--- src/sv/nps_pkg.sv ---
// ============================================================================
// nps_pkg - shared types and constants for the nearest pose search table
// Command and status codes, item structs, and the op word that the front
// end hands to the back end through the op queue.
// ============================================================================
package nps_pkg;

    // Field widths fixed by the item format
    localparam int COORD_BITS      = 24;
    localparam int SLOT_W          = 10;
    localparam int FOUND_W         = 10;

    // Table depth default and the widest entry count the op word must carry
    localparam int DEF_MAX_ENTRIES = 1024;
    localparam int OP_ARG_W        = 17;

    // Op queue between front and back end (power of two)
    localparam int QUEUE_DEPTH     = 2;

    typedef enum logic [1:0] {
        CMD_APPEND    = 2'd0,
        CMD_OVERWRITE = 2'd1,
        CMD_QUERY     = 2'd2,
        CMD_NONE      = 2'd3
    } t_cmd;

    typedef enum logic [1:0] {
        ST_OK        = 2'd0,
        ST_FULL      = 2'd1,
        ST_BAD_INDEX = 2'd2,
        ST_EMPTY     = 2'd3
    } t_status;

    typedef struct packed {
        t_cmd                          cmd;
        logic signed [COORD_BITS-1:0]  pos_x;
        logic signed [COORD_BITS-1:0]  pos_y;
        logic signed [COORD_BITS-1:0]  heading;
        logic        [SLOT_W-1:0]      slot;
    } t_in_item;

    typedef struct packed {
        t_status                status;
        logic [FOUND_W-1:0]     found_index;
    } t_result;

    typedef struct packed {
        logic signed [COORD_BITS-1:0] x;
        logic signed [COORD_BITS-1:0] y;
        logic signed [COORD_BITS-1:0] h;
    } t_pose;

    // Classified op: arg is the table index for writes, the entry count for
    // a query; kind CMD_NONE carries a finished status with no table access.
    typedef struct packed {
        t_cmd                   kind;
        t_status                status;
        logic [OP_ARG_W-1:0]    arg;
        t_pose                  pose;
    } t_op;

endpackage

--- src/sv/nps_front.sv ---
// ============================================================================
// nps_front - command classifier
// Owns the entry count, checks each command against it and emits an op
// with its table index or scan length already resolved.
// ============================================================================
module nps_front
    import nps_pkg::*;
#(
    parameter int MAX_ENTRIES = DEF_MAX_ENTRIES
) (
    input  logic     i_clk,
    input  logic     i_rst_n,
    input  logic     i_push,
    input  t_in_item i_item,
    input  logic     i_q_full,
    output logic     o_q_push,
    output t_op      o_q_data
);

    localparam int CNT_W = $clog2(MAX_ENTRIES + 1);

    logic [CNT_W-1:0] r_count;
    logic [CNT_W-1:0] n_count;
    logic             accept;

    assign accept   = i_push && !i_q_full;
    assign o_q_push = accept;

    // Classify the command against the current entry count
    always_comb begin
        n_count             = r_count;
        o_q_data.kind       = i_item.cmd;
        o_q_data.status     = ST_OK;
        o_q_data.arg        = '0;
        o_q_data.pose.x     = i_item.pos_x;
        o_q_data.pose.y     = i_item.pos_y;
        o_q_data.pose.h     = i_item.heading;
        case (i_item.cmd)
            CMD_APPEND: begin
                if (r_count == CNT_W'(MAX_ENTRIES)) begin
                    o_q_data.kind   = CMD_NONE;
                    o_q_data.status = ST_FULL;
                end else begin
                    o_q_data.arg = OP_ARG_W'(r_count);
                    n_count      = CNT_W'(r_count + 1'b1);
                end
            end
            CMD_OVERWRITE: begin
                if (OP_ARG_W'(i_item.slot) >= OP_ARG_W'(r_count)) begin
                    o_q_data.kind   = CMD_NONE;
                    o_q_data.status = ST_BAD_INDEX;
                end else begin
                    o_q_data.arg = OP_ARG_W'(i_item.slot);
                end
            end
            CMD_QUERY: begin
                if (r_count == '0) begin
                    o_q_data.kind   = CMD_NONE;
                    o_q_data.status = ST_EMPTY;
                end else begin
                    o_q_data.arg = OP_ARG_W'(r_count);
                end
            end
            default: begin
                o_q_data.kind = CMD_NONE;
            end
        endcase
    end

    // Advance the entry count on an accepted append
    always_ff @(posedge i_clk) begin
        if (!i_rst_n) begin
            r_count <= '0;
        end else if (accept) begin
            r_count <= n_count;
        end
    end

    a_count_in_range: assert property (@(posedge i_clk) disable iff (!i_rst_n)
        r_count <= CNT_W'(MAX_ENTRIES))
        else $error("entry count beyond table depth");

endmodule

--- config.mk ---
export PLATFORM = sky130hd
export DESIGN_NAME = nps_front
export DESIGN_NICKNAME = d
export VERILOG_FILES = /design/src/sv/nps_pkg.sv /design/src/sv/nps_front.sv
export SDC_FILE = /design/constraint.sdc
export NUM_CORES = 1
export LEC_CHECK = 0
export ABC_CLOCK_PERIOD_IN_PS = 2500
export BUFFER_PORTS_ARGS = -buffer_cell sky130_fd_sc_hd__buf_4
export CAP_MARGIN = 20
export CORE_AREA = 2 2 71 73
export DETAILED_ROUTE_END_ITERATION = 12
export DIE_AREA = 0 0 73 75
export PLACE_DENSITY = 0.81
export REMOVE_ABC_BUFFERS = 1
export SYNTH_ARGS = -nofsm -noshare
export SYNTH_HDL_FRONTEND = slang
export SYNTH_SLANG_ARGS = --single-unit
--- constraint.sdc ---
create_clock -name i_clk -period 2.5 [get_ports i_clk]
set_clock_uncertainty 0.2 [all_clocks]
set_input_delay 0.375 -clock i_clk [delete_from_list [all_inputs] [get_ports i_clk]]
set_output_delay 0.375 -clock i_clk [all_outputs]
set_load 0.01 [all_outputs]
==> results.md, run 1 <==
* Commonest non-fill, non-tap cell in the layout: buf_4
* Post-synth top area share at 36.4%
* Die Ht at 75 um
* Sw Ratio at 29.3%
* Power Total at 0.000497 W
* Library cells used by synthesis at 29
* Wire per inst at 42.5 um
* Critical path fanouts, max at 6
* Crit. End Element: output port
* GRT busiest layer: met2
* Cells on Worst Hold Path at 2
* Count of final max-slew check failures at 0
* Antenna fix cells at 0
* Clock Power Share at 37.7%
* CTS tree: yes
* Switch Pwr at 0.000146 W
* Pint at 0.000351 W
* Largest family of logic cells by synthesized area: buffers and inverters
* Fin crit period at 2.50 ns
* Register share of total power at 35.5%
* Vias per cell at 5.97
* Post-Synth Adder-Cell Area at 9.33%
* Hold Path End: r_count[5]
* Synth warn at 0
* Power Density at 309 nW/um2
* Post-Syn Area at 1610 um2
* Area grow syn2layout at 0.0775%
* FP Rows at 25
* Leakage at 0.668 nW
* GR Util met2 at 60.6%
* Slew of the pin with the lowest slew margin at 0.715 ns
* Core region area at 4660 um2
* Worst Hold Class: input port to register
* Largest register FFs at 11
* Syn avg cell area at 7.93 um2
* DIE AREA at 5480 um2
* Share of the yosys chip area belonging to registers at 13.7%
* Drc violations at 0
* Startpoint types: register
* Max cap viols at 0
* Hold Vio Cnt, Final at 0
* Buffers added on ports at 31
* Io pins at 182
* Crit Path Class: register to output port
* Die width at 73 um
* Reg2reg start: r_count[0]
* PnR worst setup slack at -0.00222 ns
* Initial core utilization at 34.5%
* Final Core Density at 34.6%
* Clock tree sinks at 11
* Crit path largest cell delay at 0.35 ns
* Fmax at 400 MHz
* Worst reg2reg path depth at 7
* Cts bufs inserted at 3
* GP Congestion at 1.14
* Reg2Reg Capture Point: r_count[2]
* Final setup vio count at 1
* Final net count at 277
* CP max-delay cell: dfxtp_2
* Multiplexer fraction of the synthesized cell area at 0%
* VDD IR-drop max at 220 uV
* Total global-route track usage at 34.0%
* Pre-CTS setup slack at -0.0570 ns
* Met3 GRT Util at 39.6%
* Final wirelength at 9.77 mm
* Crit path cell chain: inv_1 -> ha_4 -> nand2_2 -> nor2_1 -> a21oi_2 -> o22a_2 -> a32o_2 -> buf_4
* Total gr overflow at 0
* Number of global-route vias before repair at 1216
* Flop and latch count out of synthesis at 11
* Clk Tree Root Cell: clkbuf_8
* Dominant cells by area after synthesis: buf_4 36%, dfxtp_1 14%, ha_1 9.3%
* Compound-Gate Fraction of Synth Area at 14.2%
* Layout cell share with drive strength beyond 1 at 46.6%
* Biggest register: r_count
* Detailed Route Iter0 Violations at 82
* DP HPWL at 8.75 mm
* Failing checks: setup timing
* Fin crit share at 100%
* Total number of vias at 1374
* Top Registers: r_count x11
* Post-CTS Hold Fix Bufs at 0
* Crit path required time at 1.92 ns
* Post-synthesis cell count at 203
* Met1 Use GR at 17.8%
* Post-synth top area cell: buf_4
* Clock Tree Buf Depth at 2
* Combinational share of power at 26.7%
* First-pass iteration count of the detailed router at 4
* Crit path from: r_count[6]
* Startpoint of the worst hold path: i_rst_n
* Status: finished, violations left
* Initial antenna violation count at 0
* Post-Synth Simple-Gate Area at 17.5%
* Largest net degree at the start of global routing at 13
* Clk Latency, worst-skew pair at 0.25 ns
* Global-route wire length before repair at 11.7 mm
* Routed Antenna Nets at 0
* Critical Path AT at 1.93 ns
* H-tree depth at 1
* Hold slack final at 0.232 ns
* Xor-xnor portion of the synthesized cell area at 3.81%
* Max-slew headroom at 52.1%
* Most frequent cells in the layout: 45 x buf_4, 11 x inv_1, 8 x a32o_1
* Setup_tns at -0.00222 ns
* R2r setup slk at 0.51 ns
* Clock-pin slew on the worst setup and hold paths at 0.06 ns
## worst max-delay path: cells and delay by family, from the launching register on
| family | cells | cell delay (ns) |
|---|---|---|
| DFF | 1 | 0.35 |
| buffers and inverters | 2 | 0.22 |
| adders and majority gates | 1 | 0.28 |
| and+or+nand+nor | 2 | 0.18 |
| AOI/OAI and AO/OA | 3 | 0.64 |
## cell usage after synthesis (all sizes together)
cell type,instances
buf,79
inv,15
ha,12
dfxtp,11
a32o,10
o21ai,9
and2,7
nor2,7
xnor2,7
nand3,6
a21oi,5
nand4,5
nor3,5
or3,5
a21boi,4
nand2,4
clkbuf,3
nor2b,2
nor4,2
a21o,1
conb,1
nor4b,1
o22a,1
o31ai,1
## layout make-up
class / count / area [um2]
clock buffers: 4 / 45.0
fillers: 481 / 3050
inverters: 15 / 56.3
multi-input cells: 101 / 878
flip-flops and latches: 11 / 225
well taps: 54 / 67.6
repair buffers: 45 / 338
## logic make-up after synthesis
| logic type | after synthesis |
|---|---|
| AO/OA/AOI/OAI | 31 |
| adder cells (fa/ha/maj) | 12 |
| AND/OR/NAND/NOR | 44 |
| other | 1 |
| XOR/XNOR | 7 |
| flip-flops | 11 |
| buffers and inverters | 97 |
## stage by stage
stage | std cells | area, um2
after floorplan | 126 | 1020
after global placement | 224 | 1420
after detailed placement | 224 | 1420
after CTS | 229 | 1480
after global routing | 230 | 1610
final | 230 | 1610
## worst max-delay path by stage
| stage | endpoint | slack (ns) | cells past startpoint |
|---|---|---|---|
| finish | o_q_data[77] | -0.002 | 8 |
| global route | o_q_data[77] | -0.03 | 8 |
| CTS | o_q_data[75] | 0.002 | 8 |
| detailed placement | o_q_data[77] | -0.06 | 8 |
| global placement | o_q_data[77] | -0.05 | 8 |
| floorplan | o_q_data[90] | 0.27 | 7 |
## power by group through the flow
stage | clock, W | sequential [W] | combinational, W
global route | 0.000196 | 0.000176 | 0.000144
finish | 0.000188 | 0.000177 | 0.000133
CTS | 0.000189 | 0.000176 | 0.000115
floorplan | 0 | 0.000181 | 0.0000488
global placement | 0 | 0.000180 | 0.000107
detailed placement | 0 | 0.000180 | 0.000109
## layer usage
metal | up-vias | wire [um]
met3 | 37 | 2420
met5 | - | 0
li1 | 555 | -
met4 | 0 | 497
met2 | 176 | 4970
met1 | 606 | 1880
## repair_timing
| item | in CTS | in global routing |
|---|---|---|
| pin swaps | 1 | 11 |
| endpoints found under the setup margin | 12 | 12 |
| setup buffers | 0 | 1 |
| gates resized for setup | 8 | 24 |
| gates cloned | 1 | 0 |
Power figures use the tool's default switching activity.
==> inputs of run 2 (changes only) <==
ABC_CLOCK_PERIOD_IN_PS = 2100   (was 2500)
CORE_AREA = not set   (was 2 2 71 73)
CORE_UTILIZATION = 31   (was not set)
DIE_AREA = not set   (was 0 0 73 75)
PLACE_DENSITY = 0.78   (was 0.81)
clock period = 2.1 ns   (was 2.5 ns; I/O delays follow)
==> run 2 against run 1 <==
The run still ends with setup timing left. Worst setup slack worse by 0.27 ns. Wire length is 4.9% higher. Clock-buffer cell count is 1 lower. Design area is 15% higher. Critical path depth stayed put. Critical path type unchanged. Critical endpoint is now o_q_data[72].
==> results.md, run 2 (synthesis results as in run 1) <==
* Clk Tree Root Cell: clkbuf_8
* Multi-input logic area at 948 um2
* Most frequent cells in the layout: 53 x buf_4, 11 x inv_1, 8 x buf_6
* Buf/Inv on CP at 2
* Finished Layout Cells at 259
* Max cap viols at 0
* Initial core utilization at 33.2%
* Met1 Use GR at 17.9%
* Initial antenna violation count at 0
* GR Util met2 at 60.3%
* H-tree depth at 1
* Clk Latency, worst-skew pair at 0.24 ns
* Area grow syn2layout at 15.1%
* Crit path largest cell delay at 0.36 ns
* Wire per inst at 39.6 um
* Critical Path AT at 1.86 ns
* GRT busiest layer: met2
* GP Congestion at 1.09
* Clock Tree Buf Depth at 2
* Routed Antenna Nets at 0
* Crit. End Element: output port
* Filler Cells Inserted at 467
* First-pass iteration count of the detailed router at 4
* Fmax at 422 MHz
* Antenna fix cells at 0
* Status: finished, violations left
* Clock-pin slew on the worst setup and hold paths at 0.06 ns
* Slew of the pin with the lowest slew margin at 0.679 ns
* Detailed Route Iter0 Violations at 207
* Failing checks: setup timing
* Met3 GRT Util at 44.3%
* Fin crit period at 2.37 ns
* Biggest register: r_count
* Global-route wire length before repair at 12.5 mm
* Crit path cell chain: inv_1 -> ha_1 -> nand2_1 -> nor2_2 -> a21oi_2 -> o22a_2 -> a32o_1 -> buf_6
* RSZ-0062 raised after global routing: true
* Die Ht at 74.0 um
* Worst Hold Class: input port to register
* Drc violations at 0
* Final setup vio count at 15
* Commonest non-fill, non-tap cell in the layout: buf_4
* Count of final max-slew check failures at 0
* Register area at 229 um2
* Pre-CTS setup slack at -0.353 ns
* Final Core Density at 38.2%
* Die width at 74.0 um
* CTS tree: yes
* Total number of vias at 1463
* Cts bufs inserted at 3
* Leakage at 0.784 nW
* Crit Path Class: register to output port
* Clock tree sinks at 11
* DIE AREA at 5480 um2
* VDD IR-drop max at 192 uV
* Setup_tns at -3.29 ns
* Top Registers: r_count x11
* Total global-route track usage at 36.2%
* Layout cell share with drive strength beyond 1 at 57.3%
* Fin crit share at 113%
* Buffers added on ports at 31
* Final wirelength at 10.2 mm
* Largest register FFs at 11
* Io pins at 182
* Largest net degree at the start of global routing at 13
* Final net count at 293
* Startpoint types: register
* CP max-delay cell: dfxtp_2
* Crit path required time at 1.58 ns
* Hold slack final at 0.169 ns
* Max-slew headroom at 54.6%
* Total gr overflow at 0
* Critical path fanouts, max at 6
* Dpl cells at 248
* FP Rows at 25
* Power Density at 333 nW/um2
* Hold Vio Cnt, Final at 0
* Number of global-route vias before repair at 1369
* Vias per cell at 5.65
* CP delay by family, top: compound AO/OA/AOI/OAI gates
* PnR worst setup slack at -0.271 ns
* DP HPWL at 8.78 mm
* Core region area at 4850 um2
-- run 2: cell count changes in the layout (fill, tap and decap cells not counted), moves of 3 or more --
cell / previous run / this run
buf_4: 45 / 53
buf_6: 0 / 8
dfxtp_1: 7 / 4
dfxtp_2: 4 / 7
nor2_1: 6 / 3
-- run 2: layout make-up --
type	instances	share of cell area, %
inverters	15	3.04
multi-input cells	101	51.2
flip-flops and latches	11	12.4
clock inverters	1	0.270
clock buffers	3	2.23
well taps	67	4.53
repair buffers	61	26.4
-- run 2: final timing paths --
kind	endpoint	from	slack, ns	depth (start not counted)
setup / recovery	o_q_data[72]	r_count[3]	-0.27	8
hold / removal	r_count[0]	i_rst_n	0.17	2
setup reg to reg	r_count[0]	r_count[8]	0.06	8
hold reg to reg	r_count[8]	r_count[8]	0.40	3
-- run 2: stage by stage --
| stage | instance area (um2) | total power, W |
|---|---|---|
| 2_1_floorplan | 1020 | 0.000274 |
| 3_3_place_gp | 1520 | 0.000348 |
| 3_5_place_dp | 1520 | 0.000351 |
| 4_1_cts | 1760 | 0.000597 |
| 5_1_grt | 1850 | 0.000641 |
| 6_report | 1850 | 0.000617 |
-- run 2: repair_timing --
| item | 4_1_cts | 5_1_grt |
|---|---|---|
| buffers inserted | 4 | 3 |
| setup endpoints to repair | 15 | 17 |
| gates resized for setup | 39 | 21 |
| hold buffers | 0 | 0 |
| pin swaps | 22 | 12 |
| cloned | 1 | 0 |
-- run 2: report_power, final --
group	switching [W]	internal, W	leakage, nW
logic	0.0000958	0.0000916	0.666
registers	0.000000996	0.000210	0.0922
clock network	0.0000885	0.000131	0.0255
-- run 2: worst reg2reg max path, stage by stage, from the launching register on --
cell and delay (ns):
dfxtp_2 0.32, buf_6 0.12, nor4_4 0.26, nand4_1 0.26
buf_4 0.23, buf_4 0.14, o21ai_4 0.19, xnor2_1 0.09
and2_1 0.15
-- run 2: routing by layer --
layer,wire length [um],part of all wire [%],vias to the layer above
met3,2710,26,56
met1,1680,16,639
li1,-,-,586
met2,4860,47,180
met4,977,9.5,2
met5,24,0.23,-
