===== src/sv/nps_pkg.sv =====
// ============================================================================
// nps_pkg - shared types and constants for the nearest pose search table
// Command and status codes, item structs, and the op word that the front
// end hands to the back end through the op queue.
// ============================================================================
package nps_pkg;

    // Field widths fixed by the item format
    localparam int COORD_BITS      = 24;
    localparam int SLOT_W          = 10;
    localparam int FOUND_W         = 10;

    // Table depth default and the widest entry count the op word must carry
    localparam int DEF_MAX_ENTRIES = 1024;
    localparam int OP_ARG_W        = 17;

    // Op queue between front and back end (power of two)
    localparam int QUEUE_DEPTH     = 2;

    typedef enum logic [1:0] {
        CMD_APPEND    = 2'd0,
        CMD_OVERWRITE = 2'd1,
        CMD_QUERY     = 2'd2,
        CMD_NONE      = 2'd3
    } t_cmd;

    typedef enum logic [1:0] {
        ST_OK        = 2'd0,
        ST_FULL      = 2'd1,
        ST_BAD_INDEX = 2'd2,
        ST_EMPTY     = 2'd3
    } t_status;

    typedef struct packed {
        t_cmd                          cmd;
        logic signed [COORD_BITS-1:0]  pos_x;
        logic signed [COORD_BITS-1:0]  pos_y;
        logic signed [COORD_BITS-1:0]  heading;
        logic        [SLOT_W-1:0]      slot;
    } t_in_item;

    typedef struct packed {
        t_status                status;
        logic [FOUND_W-1:0]     found_index;
    } t_result;

    typedef struct packed {
        logic signed [COORD_BITS-1:0] x;
        logic signed [COORD_BITS-1:0] y;
        logic signed [COORD_BITS-1:0] h;
    } t_pose;

    // Classified op: arg is the table index for writes, the entry count for
    // a query; kind CMD_NONE carries a finished status with no table access.
    typedef struct packed {
        t_cmd                   kind;
        t_status                status;
        logic [OP_ARG_W-1:0]    arg;
        t_pose                  pose;
    } t_op;

endpackage


===== src/sv/nps_queue.sv =====
// ============================================================================
// nps_queue - short op queue
// Decouples the classifier from the table engine so each side stalls alone.
// ============================================================================
module nps_queue
    import nps_pkg::*;
(
    input  logic i_clk,
    input  logic i_rst_n,
    input  logic i_push,
    input  t_op  i_data,
    output logic o_full,
    input  logic i_pop,
    output logic o_empty,
    output t_op  o_data
);

    localparam int PTR_W  = (QUEUE_DEPTH > 1) ? $clog2(QUEUE_DEPTH) : 1;
    localparam int FILL_W = $clog2(QUEUE_DEPTH + 1);

    t_op               r_entry [QUEUE_DEPTH];
    logic [PTR_W-1:0]  r_wr_ptr;
    logic [PTR_W-1:0]  r_rd_ptr;
    logic [FILL_W-1:0] r_fill;
    logic              do_push;
    logic              do_pop;

    assign o_full  = (r_fill == FILL_W'(QUEUE_DEPTH));
    assign o_empty = (r_fill == '0);
    assign o_data  = r_entry[r_rd_ptr];
    assign do_push = i_push && !o_full;
    assign do_pop  = i_pop && !o_empty;

    // Hold op payloads
    always_ff @(posedge i_clk) begin
        if (do_push) begin
            r_entry[r_wr_ptr] <= i_data;
        end
    end

    // Advance pointers and fill level
    always_ff @(posedge i_clk) begin
        if (!i_rst_n) begin
            r_wr_ptr <= '0;
            r_rd_ptr <= '0;
            r_fill   <= '0;
        end else begin
            if (do_push) begin
                r_wr_ptr <= r_wr_ptr + 1'b1;
            end
            if (do_pop) begin
                r_rd_ptr <= r_rd_ptr + 1'b1;
            end
            if (do_push && !do_pop) begin
                r_fill <= r_fill + 1'b1;
            end else if (do_pop && !do_push) begin
                r_fill <= r_fill - 1'b1;
            end
        end
    end

endmodule


===== config.mk =====
export PLATFORM = sky130hd
export DESIGN_NAME = nps_queue
export DESIGN_NICKNAME = d
export VERILOG_FILES = /design/src/sv/nps_pkg.sv /design/src/sv/nps_queue.sv
export SDC_FILE = /design/constraint.sdc
export NUM_CORES = 1
export LEC_CHECK = 0
export BUFFER_PORTS_ARGS = -buffer_cell sky130_fd_sc_hd__buf_2
export CORE_ASPECT_RATIO = 1.2
export CORE_MARGIN = 1.5
export CORE_UTILIZATION = 52
export DETAILED_ROUTE_END_ITERATION = 16
export MAX_ROUTING_LAYER = met4
export PLACE_DENSITY = 0.78
export REMOVE_ABC_BUFFERS = 1
export SYNTH_ARGS = -nofsm -noshare
export SYNTH_HDL_FRONTEND = slang
export SYNTH_SLANG_ARGS = --single-unit

===== constraint.sdc =====
create_clock -name i_clk -period 6.3 [get_ports i_clk]
set_input_delay 0.945 -clock i_clk [delete_from_list [all_inputs] [get_ports i_clk]]
set_output_delay 0.945 -clock i_clk [all_outputs]
set_load 0.1 [all_outputs]

==> results of run 1 <==
per-stage QoR:
stage / hold WS (ps) / worst slack, ps / cells
global route: 584 / 2670 / 701
finish: 565 / 2850 / 702
floorplan: 483 / 1140 / 304
global placement: 501 / 3210 / 667
CTS: 562 / 2740 / 699
detailed placement: 550 / 3200 / 667
worst max-delay path: stages, from the launching register on:
cell     delay (ps)
dfxtp_4         720
buf_4           650
mux2_1          400
buf_2           300
layout make-up:
class | instances | share of cell area, %
Multi-Input combinational cell | 111 | 13.7
Clock buffer | 21 | 5.21
Clock inverter | 11 | 1.26
Timing Repair Buffer | 195 | 11.4
Sequential cell | 191 | 65.8
Antenna cell | 3 | 0.0868
Tap cell | 168 | 2.43
Inverter | 2 | 0.0868
cells by family after synthesis:
kind of cell / Yosys count / synth area share (%)
AO/OA/AOI/OAI: 5 / 0.467
XOR/XNOR: 3 / 0.377
adder cells (fa/ha/maj): 1 / 0.180
buffers and inverters: 12 / 1.49
flip-flops: 191 / 81.7
multiplexers: 93 / 15.0
AND/OR/NAND/NOR: 9 / 0.791
flip-flops by register name, summed over array words and instances (netlist names), named ones only:
signal and cells:
r_entry 186, r_fill 2, r_rd_ptr 1, r_wr_ptr 1
final timing paths:
path | endpoint | slack [ps] | depth (start not counted)
worst min-delay path | r_fill[1] | 560 | 2
worst min register to register | r_fill[1] | 560 | 2
worst max-delay path | o_data[10] | 2850 | 3
worst max register to register | r_entry[0][17] | 3910 | 5
cells in the mapped netlist:
master / number / area, um^2
a21boi_0: 1 / 7.51
a21boi_1: 1 / 7.51
and2_1: 3 / 18.8
and3_1: 1 / 6.26
buf_2: 2 / 10.0
buf_4: 1 / 7.51
buf_6: 7 / 78.8
dfxtp_1: 5 / 100
edfxtp_1: 186 / 5590
ha_1: 1 / 12.5
inv_1: 1 / 3.75
inv_2: 1 / 3.75
mux2_1: 70 / 788
mux2_2: 23 / 259
nand2b_1: 1 / 6.26
nor2_1: 2 / 7.51
nor3_2: 1 / 10.0
o21a_1: 1 / 7.51
o21ai_0: 1 / 5.00
o21ai_1: 1 / 5.00
or3_1: 1 / 6.26
xnor2_1: 2 / 17.5
xor2_1: 1 / 8.76
per-layer routing:
metal  wire (um)  up-vias  share of wire (%)
met4         264        0                2.2
met2        6220      125                 53
li1            -     1654                  -
met3         767       20                6.5
met1        4580     1720                 39
met5           0        -                  0
==> results.json, run 1 <==
{
  "outcome": "finished, final reports clean",
  "cts_sinks": 191,
  "cts-root-buf": "clkbuf_16",
  "syn_area_um2": 6960,
  "hold_viol_final": 0,
  "maxSlewViolCount": 0,
  "crit_arrival_ps": 2510,
  "die_x_um": 109,
  "clk_pin_slew_ps": 70,
  "ys_seq_area_share_pct": 81.7,
  "io_pins": 192,
  "die_h_um": 130,
  "grt_pass1_vias": 3579,
  "fin_crit_sh_pct": 54.8,
  "multi_input_area_um2": 1180,
  "tritoncts": "built",
  "regArea_um2": 5690,
  "drv_cap": 0,
  "rsz0062_at_grt": "no",
  "worst_setup_path_end_kind": "primary output",
  "grt_overflow_total": 0,
  "drc": 0,
  "crit_required_ps": 5350,
  "die_area_um2": 14100,
  "cts_setup_buffers": 0,
  "dpl_cell_area_um2": 8080,
  "route.vias.total": 3519,
  "grt_util_met3_pct": 5.69,
  "row_count": 46,
  "final_util_pct": 65.9,
  "hold_class": "flop to flop",
  "cp_max_fo": 50,
  "dr.pass1.iters": 4,
  "drive_gt1_share_pct": 47.3,
  "design_area_um2": 8640,
  "clock_skew_ps": 14.8,
  "slew_headroom_pct": 47.9,
  "numCtsBuffers": 17,
  "hpwl_um": 7810,
  "synthDistinctLibCells": 23,
  "cts.repair.resized": 0,
  "fmax_mhz": 290,
  "crit_path_start_kind": "flop",
  "start_util_pct": 53.1,
  "clock_path_buffers": 2,
  "port-buffer-count": 191,
  "layout_common_cells": "buf_2, edfxtp_1, mux2_1, mux2_2, clkbuf_16",
  "final_common_cell": "buf_2",
  "vias_per_cell": 5.01,
  "antenna_found_initial": 2,
  "drt_iter0_drc": 124,
  "postCtsHoldBufs": 0,
  "worstMarginPinSlew_ps": 781,
  "grt_pass1_wl_um": 17200,
  "use_met1_pct": 18.8,
  "fin_crit_ps": 3450,
  "drt_wl_total_um": 11800,
  "detail_route.wl_per_cell_um": 16.9,
  "layout.nets": 616,
  "postRouteAntennaNets": 0,
  "crit_type": "flop to primary output",
  "htreeDepth": 4,
  "fillers": 922,
  "clkLatencyLatePin_ps": 410,
  "area_growth_pct": 24.2,
  "grt_max_degree": 59,
  "netlist_instances": 314,
  "synth_seq_cells": 191,
  "coreArea_um2": 13100,
  "setup_viol": 0,
  "globalRoute.busiestLayer": "met2",
  "groute.usage.overall_pct": 17.2,
  "ys_warn_count": 0,
  "min_from": "r_fill[1]",
  "tns_ps": 0,
  "reg2reg_from": "r_fill[0]",
  "finalWeightedCongestion": 0.710,
  "grt_use_met2_pct": 28.5,
  "syn_avg_cell_area_um2": 22.2
}
Power of run 1 is not shown: default switching activity piles up to over one toggle a cycle in this logic, so the estimate is an artifact.
==> run 2: changes to the inputs <==
- clock period: 6.3 -> 3.26 ns (I/O delays scaled with it)
==> results.json, run 2 (synthesized netlist as in run 1, its figures left out) <==
{
  "rsz0062_at_grt": "no",
  "postRouteAntennaNets": 0,
  "tritoncts": "built",
  "crit_type": "flop to primary output",
  "fillers": 902,
  "largest_reg_flops": 186,
  "pre_cts_ws_ps": 1110,
  "tns_ps": 0,
  "grt_overflow_total": 0,
  "dr.pass1.iters": 4,
  "cts_setup_buffers": 0,
  "worstMarginPinSlew_ps": 541,
  "final_common_cell": "buf_2",
  "coreArea_um2": 13100,
  "drt_wl_total_um": 12300,
  "groute.usage.overall_pct": 18.1,
  "crit_arrival_ps": 2090,
  "io_pins": 192,
  "regArea_um2": 5690,
  "detail_route.wl_per_cell_um": 17.6,
  "placedCellCount": 668,
  "hpwl_um": 8250,
  "clock_path_buffers": 2,
  "layout_common_cells": "buf_2, edfxtp_1, mux2_1, mux2_2, clkbuf_16",
  "outcome": "finished, final reports clean",
  "clock_skew_ps": 5.87,
  "row_count": 46,
  "dpl_cell_area_um2": 8120,
  "drt_iter0_drc": 102,
  "crit_required_ps": 2770,
  "design_area_um2": 8680,
  "hold_viol_final": 0,
  "port-buffer-count": 191,
  "drive_gt1_share_pct": 47.0,
  "finalWeightedCongestion": 0.719,
  "die_h_um": 130,
  "grt_pass1_vias": 3597,
  "htreeDepth": 4,
  "cts-root-buf": "clkbuf_16",
  "grt_pass1_wl_um": 18000,
  "fin_crit_ps": 2580,
  "worst_setup_path_end_kind": "primary output",
  "die_area_um2": 14100,
  "fmax_mhz": 387,
  "top_regs": "r_entry: 186 flops, r_fill: 2 flops",
  "stdcell_count": 702,
  "grt_max_degree": 94,
  "cts.repair.resized": 0,
  "multi_input_area_um2": 1180,
  "maxSlewViolCount": 0,
  "drv_cap": 0,
  "vias_per_cell": 5.02,
  "clk_pin_slew_ps": 70,
  "cts_sinks": 191,
  "antenna_found_initial": 2,
  "setup_ws_ps": 677,
  "die_x_um": 109,
  "fin_crit_sh_pct": 79.2,
  "setup_viol": 0,
  "drc": 0,
  "area_growth_pct": 24.6,
  "regMostFlops": "r_entry",
  "postCtsHoldBufs": 0,
  "clkLatencyLatePin_ps": 410,
  "slew_headroom_pct": 63.9,
  "cp_max_fo": 28,
  "start_util_pct": 53.1,
  "route.vias.total": 3522,
  "numCtsBuffers": 17,
  "hold_class": "primary input to flop",
  "crit_path_start_kind": "flop",
  "layout.nets": 617
}
[run 2: cell types whose count changed in the layout (fill, tap and decap cells not counted)]
| cell | previous run | this run |
|---|---|---|
| buf_12 | 0 | 3 |
| buf_4 | 4 | 2 |
| clkbuf_1 | 3 | 2 |
| clkbuf_8 | 1 | 0 |
| clkinv_1 | 0 | 3 |
| clkinv_4 | 2 | 4 |
| clkinvlp_4 | 4 | 2 |
| diode_2 | 3 | 2 |
| inv_6 | 3 | 1 |
| inv_8 | 0 | 1 |
[run 2: worst paths after layout]
check	endpoint	from	cells after the start	slack, ps
hold reg to reg	r_fill[1]	r_fill[1]	2	570
setup reg to reg	r_entry[1][45]	r_fill[0]	3	1450
hold / removal	r_entry[0][86]	i_data[86]	1	250
setup / recovery	o_data[48]	flop	3	680
[run 2: stage by stage]
stage,hold WS (ps),utilization [%]
after floorplan,483,-
after global placement,499,61.9
after detailed placement,565,61.9
after CTS,236,66.1
after global routing,236,66.1
final,253,66.1
[run 2: area by class of cell]
cell class                      count  area share [%]
Clock inverter                     13            1.34
Clock buffer                       19            4.99
Inverter                            2          0.0865
Sequential cell                   191            65.6
Antenna cell                        2          0.0577
Multi-Input combinational cell    111            13.7
Tap cell                          168            2.42
Timing Repair Buffer              196            11.9
[run 2: routing by layer]
metal | up-vias | track usage [%] | share of wire, %
met5 | - | - | 0
met4 | 0 | 9.13 | 2.7
met3 | 25 | 4.85 | 5.9
met2 | 124 | 30.2 | 53
met1 | 1711 | 20.0 | 38
li1 | 1662 | - | -
[run 2: worst max-delay path: stages, from the launching register on]
cell	delay, ps
dfxtp_4	590
buf_4	380
mux2_1	380
buf_2	300
Power of run 2 is left out for the same reason.
==> run 3: changes to the inputs <==
- ABC_AREA: default -> 1
- clock period: 3.26 -> 2.5 ns (I/O delays scaled with it)
==> results.json, run 3 <==
{
  "worst_setup_path_end_kind": "primary output",
  "regToRegSetupSlack_ps": 680,
  "synth_simple_gate_area_share_pct": 1.04,
  "netlist_instances": 327,
  "async_flop_share_pct": 0,
  "die_area_um2": 14600,
  "grt_overflow_total": 0,
  "syn_avg_cell_area_um2": 22.1,
  "groute.usage.overall_pct": 17.8,
  "synth.area.top_cells": "edfxtp_1, mux2_4, mux2_2, dfxtp_1, buf_6",
  "hold_viol_final": 0,
  "synth_edf_count": 186,
  "p_int_mw": 6.54,
  "fillers": 936,
  "syn_area_um2": 7230,
  "fmax_mhz": 423,
  "tritoncts": "built",
  "tns_ps": 0,
  "peakVddDrop_v": 0.000871,
  "slew_headroom_pct": 55.7,
  "synthXorXnorAreaFrac_pct": 0,
  "row_count": 47,
  "rsz0062_at_grt": "no",
  "p_sw_mw": 5.38,
  "dr.pass1.iters": 5,
  "cts_setup_buffers": 0,
  "grt_pass1_vias": 3806,
  "port-buffer-count": 191,
  "clk_pin_slew_ps": 70,
  "postRouteAntennaNets": 0,
  "route.vias.total": 3636,
  "fin_crit_ps": 2370,
  "drc": 0,
  "cts-root-buf": "clkbuf_16",
  "crit_arrival_ps": 1990,
  "io_pins": 192,
  "reg2reg_to": "r_fill[1]",
  "drv_cap": 0,
  "postCtsHoldBufs": 0,
  "grt_max_degree": 51,
  "numCtsBuffers": 17,
  "regMostFlops": "r_entry",
  "start_util_pct": 52.8,
  "cts.repair.resized": 0,
  "clkLatencyLatePin_ps": 420,
  "setup_ws_ps": 134,
  "synth-compound-area-share_pct": 0.277,
  "hold_class": "primary input to flop",
  "ys_seq_area_share_pct": 78.6,
  "yosysMostFrequentCell": "edfxtp_1",
  "drive_gt1_share_pct": 59.0,
  "layout.nets": 634,
  "final_common_cell": "edfxtp_1",
  "hpwl_um": 8600,
  "die_h_um": 132,
  "reg2reg_from": "r_fill[1]",
  "clock_path_buffers": 2,
  "worstMarginPinSlew_ps": 665,
  "min_to": "r_entry[1][91]",
  "ys_warn_count": 0,
  "layout_common_cells": "edfxtp_1, buf_2, mux2_4, mux2_2, clkbuf_16",
  "cts_sinks": 191,
  "crit_required_ps": 2120,
  "dpl_cell_area_um2": 8590,
  "hold_slack_ps": 143,
  "design_area_um2": 9100,
  "crit_path_start_kind": "flop",
  "hold_depth": 1,
  "finalWeightedCongestion": 0.780,
  "synthDistinctLibCells": 16,
  "antenna_found_initial": 1,
  "htreeDepth": 4,
  "die_x_um": 111,
  "detail_route.wl_per_cell_um": 17.7,
  "synth_fa_ha_area_share_pct": 0.173,
  "drt_iter0_drc": 148,
  "yosysTopAreaCell": "edfxtp_1",
  "synth_seq_cells": 191,
  "yosys-top-cells-count": "edfxtp_1, mux2_4, mux2_2",
  "synth_mux_area_share_pct": 18.1,
  "yosysTopAreaCellShare_pct": 77.2,
  "fin_crit_sh_pct": 94.6,
  "synth_top_family_by_area": "multiplexers",
  "setup_viol": 0,
  "top_regs": "r_entry: 186 flops, r_fill: 2 flops",
  "drt_wl_total_um": 12700,
  "outcome": "finished, final reports clean",
  "pre_cts_ws_ps": 535,
  "ys.flop_type": "edfxtp_1",
  "rr_worst_depth": 9,
  "p_leak_nw": 3.57,
  "cp_max_fo": 25,
  "maxSlewViolCount": 0,
  "seqPwrFrac_pct": 35.5,
  "combPwrFrac_pct": 45.0,
  "swShare_pct": 45.2,
  "coreArea_um2": 13700,
  "area_growth_pct": 25.8,
  "clockPowerShare_pct": 19.4,
  "min_from": "i_data[91]",
  "crit_type": "flop to primary output",
  "clock_skew_ps": 8.51,
  "powerDensity_nw_per_um2": 1310,
  "grt_pass1_wl_um": 19000,
  "largest_reg_flops": 186,
  "vias_per_cell": 5.06
}
[run 3: critical path, cell delays in order (launching register included)]
cell     delay, ps
dfxtp_4        670
buf_12         250
mux2_2         350
buf_2          290
[run 3: worst max path at each step]
stage | slack, ps | cells past startpoint | end | start
3_5_place_dp | 540 | 3 | o_data[92] | flop
5_1_grt | 40 | 3 | o_data[92] | flop
3_3_place_gp | 550 | 3 | o_data[92] | flop
2_1_floorplan | -2410 | 2 | r_entry[0][0] | r_fill[0]
4_1_cts | 80 | 3 | o_data[92] | flop
6_report | 130 | 3 | o_data[70] | flop
[run 3: power groups by stage]
stage               clock (mW)  sequential (mW)  combinational (mW)
finish                    2.32             4.23                5.37
global route              2.48             4.27                5.52
CTS                       2.38             4.24                5.41
detailed placement           0             4.31                5.40
global placement             0             4.27                5.34
floorplan                    0             4.42                4.47
[run 3: per-layer routing]
layer,up-vias,GRT usage [%],wire (um)
met5,-,-,0
met4,0,9.33,463
met3,33,4.78,587
met2,123,31.2,6940
met1,1787,18.1,4720
li1,1693,-,-
[run 3: final cells by class]
cell class              count  area, um^2  area share [%]
clock inverters            11        72.6           0.798
flip-flops and latches    191        5690            62.5
repair buffers            200        1220            13.5
multi-input cells         117        1430            15.7
well taps                 171         214            2.35
inverters                   9        33.8           0.371
clock buffers              18         429            4.72
diodes                      1        2.50          0.0275
[run 3: through the flow]
step	utilization, %	instances	power [mW]
after floorplan	-	317	8.89
after global routing	66.4	718	12.3
after global placement	62.7	688	9.62
after CTS	66.4	717	12.0
final	66.4	718	11.9
after detailed placement	62.7	688	9.71
[run 3: logic make-up after synthesis]
group / count (synthesis)
and+or+nand+nor: 19
muxes: 93
DFF: 191
adders and majority gates: 1
AOI/OAI and AO/OA: 4
buffers and inverters: 19
Note: power is estimated with default switching activity, not from simulation.
